**config.mk**
```make
export PLATFORM = sky130hd
export DESIGN_NAME = signed_integer_to_decimal_text_unit
export DESIGN_NICKNAME = d
export VERILOG_FILES = /design/src/sv/sidt_pkg.sv /design/src/sv/signed_integer_to_decimal_text_unit.sv
export SDC_FILE = /design/constraint.sdc
export NUM_CORES = 1
export LEC_CHECK = 0
export BUFFER_PORTS_ARGS = -buffer_cell sky130_fd_sc_hd__clkbuf_2
export CAP_MARGIN = 30
export CORE_AREA = 3 3 101 103
export DETAILED_ROUTE_END_ITERATION = 8
export DIE_AREA = 0 0 104 106
export PLACE_DENSITY = 0.91
export SETUP_SLACK_MARGIN = 0.1
export SLEW_MARGIN = 20
export SYNTH_ARGS = -nofsm -noshare
export SYNTH_HDL_FRONTEND = slang
export SYNTH_SLANG_ARGS = --single-unit
```
**constraint.sdc**
```tcl
create_clock -name clk_i -period 5.8 [get_ports clk_i]
set_input_delay 0.29 -clock clk_i [delete_from_list [all_inputs] [get_ports clk_i]]
set_output_delay 0.29 -clock clk_i [all_outputs]
set_load 0.02 [all_outputs]
```
**src/sv/sidt_pkg.sv**
```systemverilog
package sidt_pkg;

  localparam int unsigned DIGIT_W = 4;
  localparam int unsigned CHAR_W = 8;

  localparam logic [CHAR_W-1:0] CHAR_ZERO  = 8'h30;
  localparam logic [CHAR_W-1:0] CHAR_MINUS = 8'h2D;
  localparam logic [CHAR_W-1:0] CHAR_NINE  = 8'h39;

  typedef enum logic [2:0] {
    ST_IDLE,
    ST_CONV,
    ST_SKIP,
    ST_SIGN,
    ST_EMIT
  } state_e;

endpackage

```
**src/sv/signed_integer_to_decimal_text_unit.sv**
```systemverilog
// Signed binary to decimal ASCII converter.
// Input channel (in_valid_i / in_ready_o) carries one two's-complement value_i per
// transaction. The output channel (out_valid_o / out_ready_i) returns that number's
// decimal text one character per transaction, most significant first: a leading
// '-' for negative values, no leading zeros, a single '0' for zero. last_o marks
// the final character of each number.
// Conversion for VALUE_WIDTH bits, with ND = floor(VALUE_WIDTH * log10(2)) + 1 BCD digits
// (10 for 32 bits): after the accepting cycle the magnitude enters a double-dabble
// shift register one bit per cycle. Leading zero digits are then dropped one per
// cycle, keeping at least one digit, and then the minus sign, if any, and the digits
// are emitted. The unit takes no new value while it converts or emits a number;
// conversion is bit-serial and the output carries one character per transaction.
// The next value is accepted while the last character still waits in the output
// register. When the receiver stalls, the unit holds its state and the pending
// character until it is taken. Reset empties the output register and returns
// the unit to idle; no item is in flight after reset.
module signed_integer_to_decimal_text_unit
  import sidt_pkg::*;
#(
  parameter int unsigned VALUE_WIDTH = 32
) (
  input  logic                          clk_i,
  input  logic                          rst_ni,
  input  logic                          in_valid_i,
  output logic                          in_ready_o,
  input  logic signed [VALUE_WIDTH-1:0] value_i,
  output logic                          out_valid_o,
  input  logic                          out_ready_i,
  output logic [CHAR_W-1:0]             character_o,
  output logic                          last_o
);

  // Decimal digits needed for 2^(VALUE_WIDTH-1): floor(W * log10(2)) + 1 bounds it.
  localparam int unsigned ND  = (VALUE_WIDTH * 30103) / 100000 + 1;
  localparam int unsigned BW  = ND * DIGIT_W;
  localparam int unsigned CW  = $clog2(VALUE_WIDTH + 1);
  localparam int unsigned DCW = $clog2(ND + 1);

  state_e                 state_q, state_d;
  logic [VALUE_WIDTH-1:0] mag_q, mag_d;
  logic [BW-1:0]          bcd_q, bcd_d;
  logic [CW-1:0]          cnt_q, cnt_d;
  logic [DCW-1:0]         dcnt_q, dcnt_d;
  logic                   neg_q, neg_d;

  logic                   out_valid_q;
  logic [CHAR_W-1:0]      char_q;
  logic                   last_q;

  logic                   slot_free;
  logic                   load;
  logic [CHAR_W-1:0]      load_char;
  logic                   load_last;
  logic [BW-1:0]          bcd_adj;
  logic [DIGIT_W-1:0]     top_digit;
  logic [VALUE_WIDTH-1:0] raw;

  assign slot_free = !out_valid_q || out_ready_i;
  assign in_ready_o = (state_q == ST_IDLE);
  assign top_digit = bcd_q[BW-1 -: DIGIT_W];
  assign raw = value_i;

  // Add-3 correction on every BCD digit before each shift.
  always_comb begin
    logic [DIGIT_W-1:0] dig;
    dig = '0;
    for (int i = 0; i < ND; i++) begin
      dig = bcd_q[i*DIGIT_W +: DIGIT_W];
      bcd_adj[i*DIGIT_W +: DIGIT_W] = (dig >= 4'd5) ? dig + 4'd3 : dig;
    end
  end

  always_comb begin
    state_d   = state_q;
    mag_d     = mag_q;
    bcd_d     = bcd_q;
    cnt_d     = cnt_q;
    dcnt_d    = dcnt_q;
    neg_d     = neg_q;
    load      = 1'b0;
    load_char = CHAR_ZERO + {4'b0000, top_digit};
    load_last = (dcnt_q == DCW'(1));
    case (state_q)
      ST_IDLE: begin
        if (in_valid_i) begin
          neg_d   = raw[VALUE_WIDTH-1];
          mag_d   = raw[VALUE_WIDTH-1] ? (~raw + 1'b1) : raw;
          bcd_d   = '0;
          cnt_d   = CW'(VALUE_WIDTH);
          dcnt_d  = DCW'(ND);
          state_d = ST_CONV;
        end
      end
      ST_CONV: begin
        bcd_d = {bcd_adj[BW-2:0], mag_q[VALUE_WIDTH-1]};
        mag_d = {mag_q[VALUE_WIDTH-2:0], 1'b0};
        cnt_d = cnt_q - 1'b1;
        if (cnt_q == CW'(1)) begin
          state_d = ST_SKIP;
        end
      end
      ST_SKIP: begin
        if (top_digit == '0 && dcnt_q != DCW'(1)) begin
          bcd_d  = {bcd_q[BW-DIGIT_W-1:0], {DIGIT_W{1'b0}}};
          dcnt_d = dcnt_q - 1'b1;
        end else begin
          state_d = neg_q ? ST_SIGN : ST_EMIT;
        end
      end
      ST_SIGN: begin
        load_char = CHAR_MINUS;
        load_last = 1'b0;
        if (slot_free) begin
          load    = 1'b1;
          state_d = ST_EMIT;
        end
      end
      ST_EMIT: begin
        if (slot_free) begin
          load   = 1'b1;
          bcd_d  = {bcd_q[BW-DIGIT_W-1:0], {DIGIT_W{1'b0}}};
          dcnt_d = dcnt_q - 1'b1;
          if (dcnt_q == DCW'(1)) begin
            state_d = ST_IDLE;
          end
        end
      end
      default: begin
        state_d = ST_IDLE;
      end
    endcase
  end

  always_ff @(posedge clk_i or negedge rst_ni) begin
    if (!rst_ni) begin
      state_q     <= ST_IDLE;
      out_valid_q <= 1'b0;
    end else begin
      state_q <= state_d;
      if (load) begin
        out_valid_q <= 1'b1;
      end else if (out_ready_i) begin
        out_valid_q <= 1'b0;
      end
    end
  end

  always_ff @(posedge clk_i) begin
    mag_q  <= mag_d;
    bcd_q  <= bcd_d;
    cnt_q  <= cnt_d;
    dcnt_q <= dcnt_d;
    neg_q  <= neg_d;
    if (load) begin
      char_q <= load_char;
      last_q <= load_last;
    end
  end

  assign out_valid_o = out_valid_q;
  assign character_o = char_q;
  assign last_o      = last_q;

`ifndef NO_ASSERTIONS
  a_char_range: assert property (@(posedge clk_i) disable iff (!rst_ni)
    out_valid_o |-> (character_o == CHAR_MINUS) ||
                    (character_o >= CHAR_ZERO && character_o <= CHAR_NINE))
    else $error("output character is not a digit or minus sign");

  a_sign_not_last: assert property (@(posedge clk_i) disable iff (!rst_ni)
    (out_valid_o && character_o == CHAR_MINUS) |-> !last_o)
    else $error("minus sign marked as final character");

  a_accept_starts_conv: assert property (@(posedge clk_i) disable iff (!rst_ni)
    (in_valid_i && in_ready_o) |=> (state_q == ST_CONV))
    else $error("accepted value did not start conversion");

  a_no_load_in_conv: assert property (@(posedge clk_i) disable iff (!rst_ni)
    (state_q == ST_CONV || state_q == ST_SKIP) |-> !load)
    else $error("character produced before conversion finished");
`endif

endmodule

```
==> impl_metrics.toml, run 1 <==
[worst_setup_path]
worstReg2RegEnd = "mag_q[29]"
slowest_delay_ps = 600
start_kind = "flop"
crit_slowest_cell = "dfrtp_1"
cp.required_ps = 5910
rr_worst_depth = 4
end_kind = "flop"
cp_data_arrival_time_ps = 2420
ff2ff_setup_slack_ps = 3500
rr_startpoint = "state_q[2]"
crit_path_max_fanout = 72
path_cells = "or3b_2, buf_4, nand2_1, o311ai_0"
crit_type = "flop to flop"

[route]
via_per_inst = 5.75
antenna_left = 0
drc = 0
wl_um = 10500
first_pass_iters = 5
avgRoutedWirePerCell_um = 14.1
drtIter0Drc = 264
num_vias = 4274

[timing]
drv_slew = 0
finalClockSkew_ps = 15.9
timing.fmax_mhz = 434
setup_viol = 0
final.setup.tns_ps = 0
period_share = 0.397
hold_viol = 0
layout_setup_ws_ps = 3500
hold_ws_ps = 270
post-route-min-period_ps = 2300
rsz0062_at_grt = "false"
max_slew_margin = 0.553
tightest_slew_ps = 671

[floorplan]
fp.dieArea_um2 = 11000
core_um2 = 9280
rows = 35
ioPinCount = 47
dieHeight_um = 106
initial_core_util = 0.606
die_w_um = 104

[clock_tree]
path_clk_slew_ps = 90
clockBufferDepth = 2
cts_tree = "yes"
cts.sinks = 93
cts_made_buffers = 9
ctsResizeCount = 0
insertion_delay_ps = 350
root_buffer = "clkbuf_8"
htree_levels = 3

[logic_synthesis]
yosys.cell_types.count = 43
synth-seq-area-share = 0.493
synth_edf_count = 89
syn_inst = 574
async_reset_ff_frac = 0.0430
avgSynthCellArea_um2 = 9.80
ys_seq_elements = 93
synth_area_um2 = 5630
synth_warnings = 0
synth_ff_type = "edfxtp_1"

[pwr]
p_comb_frac = 0.392
peakVddDrop_mv = 0.265
switchingPower_w = 0.00112
intPower_w = 0.00185
p_seq_frac = 0.471
p_leak_nw = 2.38
p_per_area_nw_per_um2 = 482
power_frac_clock = 0.137
swShare = 0.377

[flow_run]
drv_cap = 0

[layout]
syn2layout_area_growth_pct = 9.50
antenna_cells = 0
drive_gt1_frac = 0.114
final_area_um2 = 6160
fin_nets = 672

[global_routing]
grt_overflow = 0
grt_first_pass_wirelength_um = 18400
antenna_found_initial = 0
grt_use_total = 0.199
grt_max_degree = 73
grt_pass1_vias = 4263

[status]
status = "complete, no violations"

[place]
port_buffers = 43
gp_routability_congestion = 0.852
dpl_worst_slack_ps = 3470
place_area_um2 = 5980
dp_hpwl_um = 7350

[hold_path]
min_path_type = "input port to asynchronous set/reset pin"
## layer usage
metal  track usage  up-vias  share of wire
met4        0.0883        0          0.013
li1              -     2124              -
met2         0.350      130           0.51
met5             0        -              0
met3        0.0395       14          0.056
met1         0.239     2006           0.42
## power by group through the flow
| stage | logic [W] | clock network [W] | registers [W] |
|---|---|---|---|
| 3_3_place_gp | 0.00107 | 0 | 0.00139 |
| 6_report | 0.00116 | 0.000407 | 0.00140 |
| 3_5_place_dp | 0.00117 | 0 | 0.00141 |
| 5_1_grt | 0.00134 | 0.000442 | 0.00143 |
| 4_1_cts | 0.00117 | 0.000416 | 0.00140 |
| 2_1_floorplan | 0.000901 | 0 | 0.00136 |
## worst max path at each step
stage / from / end / slack [ps] / cells after the start
final: state_q[2] / mag_q[29] / 3500 / 4
after global routing: state_q[1] / mag_q[29] / 3360 / 4
after CTS: state_q[0] / mag_q[29] / 3520 / 4
after detailed placement: value_i[0] / mag_q[24] / 3470 / 8
after global placement: dcnt_q[0] / bcd_q[17] / 3350 / 5
after floorplan: state_q[0] / bcd_q[0] / 750 / 4
## placed cells by master (no fill, tap or decap), types with 4 or more instances in the layout
master,instances
nor2b_1,6
ha_1,26
nand3_1,7
xnor2_1,15
nor3_1,9
nand2_1,69
or4_1,4
a22o_1,6
clkbuf_2,43
nand2b_1,16
o31ai_1,18
o211ai_1,5
edfxtp_1,89
nor2_1,43
a22oi_1,4
nor4_1,5
clkbuf_1,4
a21oi_1,42
o21ai_0,67
and2_1,4
clkbuf_8,9
nand4_1,5
buf_4,4
dfrtp_1,4
inv_1,29
nor3b_1,16
xor2_1,31
## cell usage after synthesis, types with 4 or more instances
cell type / instances / area, um2
o211ai_1: 5 / 37.5
o21ai_0: 67 / 335
or4_1: 4 / 30.0
edfxtp_1: 89 / 2670
a21oi_1: 43 / 215
and2_1: 4 / 25.0
clkbuf_1: 20 / 75.1
xor2_1: 31 / 272
nand4_1: 5 / 31.3
xnor2_1: 15 / 131
nor4_1: 5 / 31.3
nand2_1: 69 / 259
dfrtp_1: 4 / 100
nand2b_1: 16 / 100
a22oi_1: 4 / 30.0
o31ai_1: 18 / 135
nor2b_1: 6 / 37.5
nor3_1: 11 / 55.1
inv_1: 29 / 109
nor3b_1: 16 / 120
a22o_1: 6 / 52.6
ha_1: 26 / 325
nor2_1: 43 / 161
nand3_1: 7 / 35.0
## stage by stage
step	util	cells	power [W]
after global placement	0.642	726	0.00246
after floorplan	-	575	0.00226
after CTS	0.663	743	0.00298
after detailed placement	0.644	727	0.00257
after global routing	0.663	743	0.00321
final	0.663	743	0.00297
## what timing repair did
action	CTS	global route
setup buffers	0	0
hold buffers	1	0
endpoints found under the hold margin	4	0
## state kept, by name, indices dropped and copies added (netlist names)
register and flops:
neg_q 1, out_valid_o 1, mag_q 32, dcnt_q 4, last_o 1, character_o 5, cnt_q 6, state_q 3
bcd_q 40
## layout make-up
type | count | area, um2
Tap cell | 129 | 161
Clock inverter | 2 | 35.0
Fill cell | 705 | 3120
Inverter | 29 | 109
Multi-Input combinational cell | 428 | 2670
Clock buffer | 13 | 139
Sequential cell | 93 | 2770
Timing Repair Buffer | 49 | 275
## worst max-delay path: cells and delay by family, from the launching register on
| family | cells | cell delay [ps] |
|---|---|---|
| AND/OR/NAND/NOR | 2 | 480 |
| AO/OA/AOI/OAI | 1 | 440 |
| flip-flops | 1 | 600 |
| buffers and inverters | 1 | 530 |
## cells by family (layout without fill, tap and decap cells)
kind of cell               after synthesis  in the layout  synth area share
AOI/OAI and AO/OA                      152            152             0.156
other                                    2              3           0.00134
muxes                                    2              2           0.00356
DFF                                     93             93             0.493
buffers and inverters                   54             93            0.0380
and+or+nand+nor                        199            199             0.179
adders and majority gates               26             26            0.0578
xor gates and xnor gates                46             46            0.0716
(Power assumes the default switching activity.)
==> inputs of run 2 (changes only) <==
Settings changed: CORE_AREA 3 3 101 103 to 3 3 106 108, DIE_AREA 0 0 104 106 to 0 0 109 111, PLACE_DENSITY 0.91 to 0.87.
Clock period 5.8 ns to 1.95 ns, I/O delays scaled along.
==> impl_metrics.toml, run 2 (synthesis results as in run 1) <==
[timing]
period_share = 0.984
setup_viol = 0
tightest_slew_ps = 638
drv_slew = 0
max_slew_margin = 0.571
finalClockSkew_ps = 11.3
final.setup.tns_ps = 0
timing.fmax_mhz = 521
hold_viol = 0
rsz0062_at_grt = "true"
post-route-min-period_ps = 1920
hold_ws_ps = 68.2

[global_routing]
grt_overflow = 0
grt_first_pass_wirelength_um = 19900
grt_use_total = 0.202
grt_pass1_vias = 4407
antenna_found_initial = 0
grt_max_degree = 42

[floorplan]
fp.dieArea_um2 = 12100
die_w_um = 109
initial_core_util = 0.545
ioPinCount = 47
core_um2 = 10300
rows = 37
dieHeight_um = 111

[route]
antenna_left = 0
wl_met2_um = 6170
drc = 0
top_layer = "met4"
wl_met3_um = 496
wl_um = 12100
num_vias = 4485
drtIter0Drc = 302
via_per_inst = 5.79
first_pass_iters = 5
wl_met1_um = 5190
avgRoutedWirePerCell_um = 15.6

[pwr]
p_per_area_nw_per_um2 = 1470
p_leak_nw = 2.58
peakVddDrop_mv = 0.584

[worst_setup_path]
crit_type = "flop to flop"
cp.required_ps = 2030
rr_startpoint = "dcnt_q[0]"
start_kind = "flop"
worstReg2RegEnd = "bcd_q[0]"
ff2ff_setup_slack_ps = 30
cp_data_arrival_time_ps = 2000
rr_worst_depth = 7
end_kind = "flop"
worstSetupStartpoint = "dcnt_q[0]"
crit_end = "bcd_q[0]"
crit_path_max_fanout = 8

[layout]
final_area_um2 = 6590
fill_cells = 796
largest-register = "bcd_q"
post-route-util = 0.638
antenna_cells = 0
ff_latch_area_um2 = 2770
multi_input_area_um2 = 2750
fin_nets = 696
largestRegisters = "bcd_q: 40 flops, mag_q: 32 flops, cnt_q: 6 flops"
largest_reg_flops = 40
final_cells = 775
drive_gt1_frac = 0.172
layout_commonest_cell = "edfxtp_1"
syn2layout_area_growth_pct = 17.1
mostFrequentLayoutCells = "89 x edfxtp_1, 69 x nand2_1, 67 x o21ai_0"

[clock_tree]
path_clk_slew_ps = 90
cts_made_buffers = 9
cts_tree = "yes"
root_buffer = "clkbuf_8"
htree_levels = 3
cts.sinks = 93
insertion_delay_ps = 360
clockBufferDepth = 2

[place]
place_area_um2 = 6150
gp_routability_congestion = 0.893
placed_cells = 747
dp_hpwl_um = 8080
port_buffers = 43

[status]
status = "complete, no violations"

[flow_run]
drv_cap = 0

[hold_path]
min_path_type = "input port to asynchronous set/reset pin"
-- run 2: cell type report --
type	count	share of cell area
clock buffer	9	0.0188
clock inverter	7	0.00987
inverter	29	0.0165
multi-input combinational	428	0.418
sequential	93	0.421
tap	136	0.0258
timing repair buffer	73	0.0904
-- run 2: metal layers --
layer  track usage  vias up
met5             0        -
met2         0.330      124
met4        0.0816        0
li1              -     2181
met1         0.265     2153
met3        0.0320       27
-- run 2: stage by stage --
stage	setup WS (ps)	total power [W]
floorplan	-555	0.00673
global placement	48.8	0.00759
detailed placement	5.56	0.00791
CTS	45.3	0.00942
global route	-37.8	0.0104
finish	30.6	0.00971
-- run 2: worst max-delay path: stages, from the launching register on --
cell       delay [ps]
edfxtp_1          400
ha_2              190
or3b_4            240
nand3_4            80
o31a_1            270
o21bai_4          160
buf_6             140
clkbuf_16         150
-- run 2: report_power, final --
part / internal [W] / switching, W
logic: 0.00185 / 0.00241
clock network: 0.000587 / 0.000691
registers: 0.00355 / 0.000621
-- run 2: how the worst min path moves through the flow --
stage          startpoint           to  slack (ps)  depth (start not counted)
2_1_floorplan      rst_ni  out_valid_o        -200                          0
3_3_place_gp       rst_ni  out_valid_o         -90                          1
3_5_place_dp       rst_ni  out_valid_o         -90                          1
4_1_cts            rst_ni  out_valid_o          70                          2
5_1_grt            rst_ni  out_valid_o          80                          2
6_report           rst_ni  out_valid_o          70                          2
-- run 2: what timing repair did --
| item | in CTS | in global routing |
|---|---|---|
| gates cloned | 2 | 2 |
| gates resized for setup | 11 | 12 |
| endpoints found under the setup margin | 46 | 54 |
| endpoints found under the hold margin | 4 | 0 |
| hold buffers | 1 | 0 |
| buffers inserted | 6 | 1 |
| pin swaps | 0 | 1 |
==> inputs of run 3 (changes only) <==
Settings changed: ABC_AREA from default to 1, CORE_AREA 3 3 106 108 to 3 3 109 111, DIE_AREA 0 0 109 111 to 0 0 112 114.
==> impl_metrics.toml, run 3 <==
[status]
status = "complete, no violations"

[pwr]
p_per_area_nw_per_um2 = 1580
power_frac_clock = 0.112
p_seq_frac = 0.419
swShare = 0.426
p_comb_frac = 0.469
switchingPower_w = 0.00445
p_leak_nw = 2.91
intPower_w = 0.00600
peakVddDrop_mv = 0.897

[clock_tree]
clockBufferDepth = 2
root_buffer = "clkbuf_8"
insertion_delay_ps = 370
cts_tree = "yes"
cts_made_buffers = 9
htree_levels = 3
cts.sinks = 93
path_clk_slew_ps = 90

[worst_setup_path]
start_kind = "flop"
end_kind = "flop"
crit_path_max_fanout = 38
cp_data_arrival_time_ps = 1830
ff2ff_setup_slack_ps = 170
crit_type = "flop to flop"
cp.required_ps = 2010

[floorplan]
ioPinCount = 47
initial_core_util = 0.547
rows = 38
dieHeight_um = 114
die_w_um = 112
core_um2 = 10900
fp.dieArea_um2 = 12800

[logic_synthesis]
synth_common_cells = "155 x nand2_1, 92 x nor2_1, 91 x inv_1, 89 x edfxtp_1, 67 x o21ai_0"
syn_inst = 716
synth_top_area_cell = "edfxtp_1"
synth_warnings = 0
synth_top_cell_area_share = 0.449
synthTopCellsByArea = "edfxtp_1 45%, nand2_1 9.8%, nor2_1 5.8%"
synth-seq-area-share = 0.466
synth_ff_type = "edfxtp_1"
async_reset_ff_frac = 0.0430
synth_area_um2 = 5950
avgSynthCellArea_um2 = 8.31
synth_most_common_cell = "nand2_1"
ys_seq_elements = 93
synth_edf_count = 89
yosys.cell_types.count = 40

[route]
wl_um = 12200
wl_met3_um = 656
top_layer = "met4"
wl_met2_um = 5790
num_vias = 4881
first_pass_iters = 5
avgRoutedWirePerCell_um = 13.4
drc = 0
via_per_inst = 5.37
antenna_left = 0
drtIter0Drc = 492
wl_met1_um = 5570

[layout]
mostFrequentLayoutCells = "154 x nand2_1, 91 x inv_1, 89 x nor2_1, 89 x edfxtp_1, 66 x o21ai_0"
syn2layout_area_growth_pct = 10.8
largest_reg_flops = 40
antenna_cells = 0
final_cells = 909
largest-register = "bcd_q"
drive_gt1_frac = 0.138
fill_cells = 930
largestRegisters = "bcd_q: 40 flops, mag_q: 32 flops, cnt_q: 6 flops"
layout_commonest_cell = "nand2_1"
fin_nets = 826

[global_routing]
grt_overflow = 0
grt_first_pass_wirelength_um = 20600
grt_max_degree = 41
grt_pass1_vias = 4501
antenna_found_initial = 0
grt_use_total = 0.196

[timing]
setup_viol = 0
drv_slew = 0
finalClockSkew_ps = 11.8
post-route-min-period_ps = 1780
tightest_slew_ps = 518
rsz0062_at_grt = "true"
hold_viol = 0
max_slew_margin = 0.651
period_share = 0.911
hold_ws_ps = 62.5
timing.fmax_mhz = 563

[hold_path]
min_path_type = "input port to asynchronous set/reset pin"

[flow_run]
drv_cap = 0

[place]
gp_routability_congestion = 0.906
port_buffers = 43
placed_cells = 889
dp_hpwl_um = 8700
==> run 3: cell count changes after synthesis, moves of 12 or more <==
cell / previous run / this run
nand2_1: 69 / 155
inv_1: 29 / 91
nor2_1: 43 / 92
nand3_1: 7 / 52
clkbuf_1: 20 / 1
o31ai_1: 18 / 0
nand2b_1: 16 / 0
nor3b_1: 16 / 0
xor2_1: 31 / 16
a21oi_1: 43 / 29
xnor2_1: 15 / 2
buf_2: 0 / 12
==> run 3: cell type report <==
type	count	area [um2]	area share
inverters	97	367	0.0556
flip-flops and latches	93	2770	0.421
clock inverters	6	40.0	0.00607
well taps	140	175	0.0266
multi-input cells	504	2710	0.410
clock buffers	10	128	0.0194
repair buffers	59	405	0.0615
==> run 3: cells by family (layout without fill, tap and decap cells) <==
group,after synthesis,in the layout,share of synthesized area
simple gates,327,327,0.232
compound gates,130,130,0.134
xor+xnor,18,18,0.0265
other cells,2,3,0.00126
buf+inv,120,172,0.0864
flops,93,93,0.466
fa+ha+maj,26,26,0.0547
==> run 3: final timing paths <==
check / from / endpoint / depth (start not counted)
setup / recovery: state_q[2] / mag_q[2] / 5
hold / removal: rst_ni / state_q[0] / 2
setup reg to reg: state_q[2] / mag_q[2] / 5
hold reg to reg: mag_q[25] / mag_q[26] / 2
max in group asynchronous: rst_ni / state_q[1] / 2
min in group clk_i: value_i[17] / mag_q[17] / 4
==> run 3: through the flow <==
stage	power (W)	setup WS (ps)	instance area, um2	TNS (ps)	utilization
6_report	0.0105	174	6600	0	0.606
4_1_cts	0.0103	147	6550	0	0.602
5_1_grt	0.0114	71.5	6600	0	0.606
3_5_place_dp	0.00914	161	6370	0	0.585
3_3_place_gp	0.00894	221	6370	0	0.585
2_1_floorplan	0.00786	-63.2	5990	-2530	-
==> run 3: critical path: stages (launching register included) <==
cell	delay (ps)
dfrtp_1	480
nor2_1	310
nand2_2	120
buf_4	220
o21ai_4	80
buf_12	240
==> run 3: power groups by stage <==
stage / Combinational [W] / Sequential [W] / Clock (W)
after floorplan: 0.00355 / 0.00432 / 0
after global placement: 0.00458 / 0.00436 / 0
after detailed placement: 0.00474 / 0.00440 / 0
after CTS: 0.00479 / 0.00437 / 0.00118
after global routing: 0.00557 / 0.00452 / 0.00127
final: 0.00491 / 0.00438 / 0.00117
==> run 3: metal layers <==
layer | vias up | global-route usage
li1 | 2481 | -
met1 | 2237 | 0.268
met5 | - | 0
met2 | 151 | 0.321
met3 | 12 | 0.0292
met4 | 0 | 0.0673
==> run 3: repair_timing <==
action,4_1_cts,5_1_grt
buffers inserted,0,2
endpoints found under the hold margin,4,0
resized for setup,0,2
hold buffers,1,0
setup endpoints to repair,0,42
